===== src/rtl/svwap_ram.sv =====
module svwap_ram #(
	parameter int WIDTH = 8,
	parameter int DEPTH = 2,
	localparam int AW = (DEPTH > 1) ? $clog2(DEPTH) : 1
) (
	input  logic             clk,
	input  logic             we,
	input  logic [AW-1:0]    waddr,
	input  logic [WIDTH-1:0] wdata,
	input  logic [AW-1:0]    raddr,
	output logic [WIDTH-1:0] rdata
);

	logic [WIDTH-1:0] mem [DEPTH];

	always_ff @(posedge clk) begin
		if (we) begin
			mem[waddr] <= wdata;
		end
		rdata <= mem[raddr];
	end

endmodule


===== config.mk =====
export PLATFORM = sky130hd
export DESIGN_NAME = svwap_ram
export DESIGN_NICKNAME = d
export VERILOG_FILES = /design/src/rtl/svwap_ram.sv
export SDC_FILE = /design/constraint.sdc
export NUM_CORES = 1
export LEC_CHECK = 0
export ABC_CLOCK_PERIOD_IN_PS = 1100
export BUFFER_PORTS_ARGS = -buffer_cell sky130_fd_sc_hd__buf_2
export CELL_PAD_IN_SITES_DETAIL_PLACEMENT = 1
export CELL_PAD_IN_SITES_GLOBAL_PLACEMENT = 1
export CORE_MARGIN = 1.5
export CORE_UTILIZATION = 25
export CTS_CLUSTER_SIZE = 40
export DETAILED_ROUTE_END_ITERATION = 12
export MAX_ROUTING_LAYER = met4
export PLACE_DENSITY = 0.6
export SYNTH_ARGS = -nofsm -noshare
export SYNTH_HDL_FRONTEND = slang
export SYNTH_SLANG_ARGS = --single-unit
export TNS_END_PERCENT = 1

===== constraint.sdc =====
create_clock -name clk -period 1.1 [get_ports clk]
set_input_delay 0.22 -clock clk [delete_from_list [all_inputs] [get_ports clk]]
set_output_delay 0.22 -clock clk [all_outputs]
set_load 0.005 [all_outputs]

-- Word level (Yosys, flattened, before mapping)
Memory sizes are Yosys's and may differ from the RTL's. A register that Yosys moved wholly into a read port is not among the register bits.
Cells that the tools add are included.
W data, S select, Z words.
- muxes and demuxes: 2
- operators with widths (cell ; number):
    $mux W1 ; 2
- bits of input ports: 12
- memories: 1
- word-level logic and storage cells: 3
- memory bits (writable): 16
- output and inout port bits: 8
- bits in registers: 0
- memories (memory ; words ; bits a word ; rd ports ; clocked after memory_dff ; write ports ; line ; RTL):
    mem ; 2 ; 8 ; 1 ; 1 ; 1 ; 14 ; logic [WIDTH-1:0] mem [DEPTH];

-- Longest topological paths before layout
Gate-level depths: netlist of the first run.
- depth in word-level cells: 2
- depth in mapped cells: 2
- gate-level depth less buffers: 1

-- Worst setup path before layout of the first run
Ideal clock, no wire load.
- path type: input port to flip-flop
- start: in we
- end: mem mem[0][0], enable pin
- library setup time: 0.373 ns
- data required time: 0.727 ns
- slack: 0.087 ns
- stages: 1
- buffers on the path: 0
- data arrival time: 0.640 ns
- cell sequence: nor2b_1
- cells in the longest elaborated chain, start to end: 2
- RTL lines (what ; line ; RTL):
    from (decl) ; 7 ; input logic we,
    $mux W1 ; 17 ; if (we) begin
    $mux W1 (not written as such) ; 18 ; mem[waddr] <= wdata;
    to (decl) ; 14 ;
Every way passes these cells.

-- Worst setup path in the final report of the first run
- start: reg rdata[5], read port of mem
- end: out rdata[5]
- RTL lines (what ; line ; RTL):
    from (decl) ; 11 ; output logic [WIDTH-1:0] rdata
No word-level cell between the ends.

==> results.txt, run 1 <==
Final WL = 1070 um
Seq/Total Area, Yosys = 81.7%
Syn_nets = 47
Crit start category = flop
Pleak = 0.405 nW
Crit path max-delay family = flip-flops
I/O Buffers = 19
Slowest-stage cell, CP = dfxtp_1
Setup TNS = 0 ns
Req. time, crit path = 0.88 ns
First-pass GRT wire length = 1610 um
Met3 usage = 1.97%
Antenna violations before repair = 0
Post-route ant nets = 0
Flops & latches, synth = 24
Worst-path clk slew = 0.13 ns
Row count = 20
Critical path buffer and inverter count = 1
Synth Area in XOR/XNOR = 0%
Cells along the critical path = buf_2
Multiplexer share of the synthesized area = 15.3%
Ranking of synthesized cells by area = edfxtp_1 (61%), dfxtp_1 (20%), mux2_4 (15%)
Most frequent cell after synthesis = edfxtp_1
Routed len/inst = 10.4 um
# diodes = 0
Number of global-route vias before repair = 356
Placement Cell Area = 951 um2
GRT busiest layer = met2
H-tree depth = 1
Slew of the pin with the lowest slew margin = 0.265 ns
Fin crit share = 91.2%
Final core occ = 33.1%
DRC Markers = 0
Main combinational cell family by area after synthesis = multiplexers
Synth warn = 0
Worst Path Arrival = 0.78 ns
GRT met1 Usage = 6.88%
Post-CTS Setup Bufs = 0
Initial DRC Count = 8
Clock tree sinks = 24
Clock tree buffer depth = 2
Layout area overhead = 27.9%
Final Total Pwr = 1.81 mW
Compound-Gate Fraction of Synth Area = 0%
Top cells by count, synth = edfxtp_1 (16), dfxtp_1 (8), mux2_4 (8)
Clock period minus worst slack = 1.00 ns
Synth Area in Simple Gates = 1.59%
Post-synth top area share = 61.2%
Power Dens Cells = 1800 nW/um2
Final GP Congestion = 0.608
Layout Nets = 72
CTS tree = yes
Post-synthesis cell count = 35
Final Setup Violations = 0
Initial core utilization = 25.9%
Hold-fix buffers, CTS = 0
Top cell type by total area after synthesis = edfxtp_1
Worst-path maximum fanout = 1
Post-CTS sizing = 0
Async SR Flop Fraction = 0%
Post-synth EDFFs = 16
Unrepaired setup endpoints after global routing = false
Total core area = 3030 um2
DRT Pass-1 Iters = 4
Overflow after GRT = 0
Global Route met2 Usage = 11.7%
Largest net degree at the start of global routing = 15
Avg Cell Area, Syn = 22.4 um2
Max Freq = 0.996 GHz
Die W = 59.0 um
Netlist cell types = 6
Slew HR = 82.3%
Die height = 59.0 um
Clk_lat worst skew = 0.32 ns
Slowest stage delay, CP = 0.35 ns
Setup crit end kind = output port
Skew final = 0.00910 ns
WS Path Type = reg -> out
Layout cells sized above 1 = 55.9%
Max Cap Viol = 0
Main synth FF type = edfxtp_1
Via Count = 375
Die area = 3480 um2
VDD IR max = 0.000421 V
GRT Util Overall = 7.12%
Clock root buffer = clkbuf_4
Boundary Pins = 20
Routed vias/inst = 3.64
Synth Area in Adders = 0%
TritonCTS buffer count = 3
Min-delay worst type = in -> reg
Final hold violation count = 0
Synth Cell Area = 785 um2
Post-route cell area = 1000 um2
Slew Viols, Final = 0
Status = complete, no violations
Fillers = 312
==> metal layers <==
metal  vias to the layer above  wire, um  share of wire [%]
li1                        175         -                  -
met1                       178       402                 38
met2                        17       557                 52
met3                         5        70                6.5
met4                         0        42                3.9
met5                         -         0                  0
==> sequential cells by signal, summed over array words and instances (netlist names) <==
name   cells
rdata      8
mem       16
==> cell usage in the layout, fill, tap and decap left out, drive strengths merged <==
cell type and count:
edfxtp 16, dfxtp 8, bufinv 1, and2 1, buf 21, mux2 8
clkbuf 3, nor2b 1
==> final timing paths <==
kind             start         to  slack, ns  cells past startpoint
max reg2reg  mem[0][4]   rdata[4]       0.34                      1
max           rdata[5]   rdata[5]        0.1                      1
min reg2reg  mem[0][2]   rdata[2]       0.49                      1
min           wdata[6]  mem[0][6]       0.08                      1
==> logic make-up after synthesis <==
| family | Yosys count |
|---|---|
| and+or+nand+nor | 2 |
| muxes | 8 |
| buffers and inverters | 1 |
| DFF | 24 |
==> cell type report <==
type | instances | area [um2] | area share [%]
Sequential cell | 24 | 641 | 63.8
Clock inverter | 1 | 30.0 | 2.99
Multi-Input combinational cell | 10 | 133 | 13.2
Timing Repair Buffer | 21 | 123 | 12.2
Tap cell | 44 | 55.1 | 5.49
Clock buffer | 3 | 22.5 | 2.24
==> stage by stage <==
stage / setup WS [ns] / hold slack, ns / instances
after floorplan: 0.0866 / 0.319 / 35
after global placement: 0.184 / 0.410 / 99
after detailed placement: 0.163 / 0.416 / 99
after CTS: 0.0807 / 0.0719 / 103
after global routing: 0.0608 / 0.0680 / 103
final: 0.0965 / 0.0759 / 103
==> power breakdown <==
group          switching, mW  total (mW)  internal [mW]
Sequential            0.0164        1.05           1.03
Clock                  0.259       0.628          0.369
Combinational         0.0479       0.129         0.0809
Note: power is estimated with default switching activity, not from simulation.
==> inputs of run 2 (changes only) <==
Settings changed: ABC_CLOCK_PERIOD_IN_PS 1100 to 1000, CORE_UTILIZATION 25 to 41, PLACE_DENSITY 0.6 to 0.85.
Clock period 1.1 ns to 1 ns, I/O delays scaled along.
==> run 2 against run 1 <==
Compared with the run above: count of clock-buffer cells in the layout is 1 higher; sequential share of layout area up 3.7 points; critical path depth unchanged; clock skew decreased by 0.0041 ns; via count is 4.0% lower; core utilization up 21 points; sequential power increased by 9.5%; global-route usage up 4.2 points; die area decreased by 37%; largest power group unchanged.
==> results.txt, run 2 (synthesized netlist as in run 1, its figures left out) <==
Worst-path clk slew = 0.11 ns
Slew HR = 75.6%
Critical path depth = 1
Layout cells sized above 1 = 56.9%
Max Freq = 1.06 GHz
CP endpoint = rdata[7]
Clock tree buffer depth = 2
Largest net degree at the start of global routing = 14
Placed cells = 79
Hold path cells = 1
Fin crit share = 94.2%
GRT busiest layer = met2
Hold path start = wdata[2]
I/O Buffers = 19
Die W = 46.7 um
Top reg by flops = mem
Clock period minus worst slack = 0.942 ns
Crit start category = flop
H-tree depth = 1
Post-CTS Setup Bufs = 0
Crit path max-delay family = flip-flops
Unrepaired setup endpoints after global routing = false
Power Dens Cells = 1860 nW/um2
# diodes = 0
WS Path Type = reg -> out
Die area = 2180 um2
Final Setup Violations = 0
Worst Path Arrival = 0.74 ns
Critical path buffer and inverter count = 1
Pleak = 0.391 nW
Setup crit end kind = output port
DRT Pass-1 Iters = 1
Max reg flops = 16
Reg2Reg Depth = 1
Routed len/inst = 11.6 um
Slew of the pin with the lowest slew margin = 0.367 ns
Row count = 15
Worst-path maximum fanout = 1
Overflow after GRT = 0
Clk_lat worst skew = 0.30 ns
Via Count = 360
Worst reg2reg path endpoint = rdata[1]
Slowest stage delay, CP = 0.34 ns
Antenna violations before repair = 0
VDD IR max = 0.00103 V
Hold-fix buffers, CTS = 0
Post-route ant nets = 0
Final hold violation count = 0
Fin cells = 83
Crit. Startpoint = rdata[7]
First-pass GRT wire length = 1550 um
Total core area = 1760 um2
TritonCTS buffer count = 3
Global Route met2 Usage = 19.7%
Clock root buffer = clkbuf_4
Max Cap Viol = 0
GRT met1 Usage = 10.7%
Initial DRC Count = 0
Die height = 46.7 um
Boundary Pins = 20
Req. time, crit path = 0.80 ns
Most common cell after layout, fill and taps aside = buf_2
Routed vias/inst = 4.34
DRC Markers = 0
Layout Nets = 71
GRT Util Overall = 11.3%
Cells along the critical path = buf_6
Status = complete, no violations
Slew Viols, Final = 0
CTS tree = yes
Number of global-route vias before repair = 367
Min-delay worst type = in -> reg
Commonest cells after routing, fill and taps aside = buf_2 (18), edfxtp_1 (16), mux2_4 (8)
Layout area overhead = 21.2%
Met3 usage = 5.00%
Final GP Congestion = 0.643
Top flop regs = mem x16, rdata x8
R2r setup slk = 0.24 ns
Final WL = 962 um
Initial core utilization = 44.5%
Skew final = 0.00498 ns
Post-CTS sizing = 0
Slowest-stage cell, CP = dfxtp_2
Setup TNS = 0 ns
Clock tree sinks = 24
R2r startpoint = mem[0][1]
## run 2: cell count changes in the layout (fill, tap and decap cells not counted), sizes merged
cell and change:
buf -1, bufinv -1, clkbuf +1
## run 2: through the flow
stage	setup WS [ns]	hold slack, ns	cell area, um2	total power [mW]	utilization, %
floorplan	0.00656	0.299	785	1.25	-
global placement	0.0509	0.390	907	1.30	51.4
detailed placement	0.00240	0.393	907	1.31	51.4
CTS	0.0431	0.0634	943	1.78	53.5
global route	0.0000894	0.0529	951	1.85	53.9
finish	0.0576	0.0765	951	1.76	53.9
## run 2: how the worst min path moves through the flow
stage / endpoint / slack, ns
global route: mem[1][3] / 0.05
finish: mem[1][2] / 0.08
CTS: mem[1][2] / 0.06
detailed placement: mem[0][7] / 0.39
global placement: mem[0][4] / 0.39
floorplan: mem[0][0] / 0.30
## run 2: layer usage
| metal | part of all wire, % | routed length [um] |
|---|---|---|
| met1 | 33 | 321 |
| met2 | 58 | 557 |
| met3 | 7.4 | 71 |
| met4 | 1.2 | 12 |
| met5 | 0 | 0 |
## run 2: area by class of cell
class	instances	area, um2
Clock buffer	4	36.3
Fill cell	187	813
Multi-Input combinational cell	10	133
Sequential cell	24	642
Tap cell	25	31.3
Timing Repair Buffer	20	109
## run 2: power by group
| part | internal, mW | total, mW | switching (mW) |
|---|---|---|---|
| sequential | 1.14 | 1.15 | 0.0177 |
| clock | 0.222 | 0.474 | 0.251 |
| combinational | 0.0854 | 0.137 | 0.0512 |
| total | 1.44 | 1.76 | 0.320 |
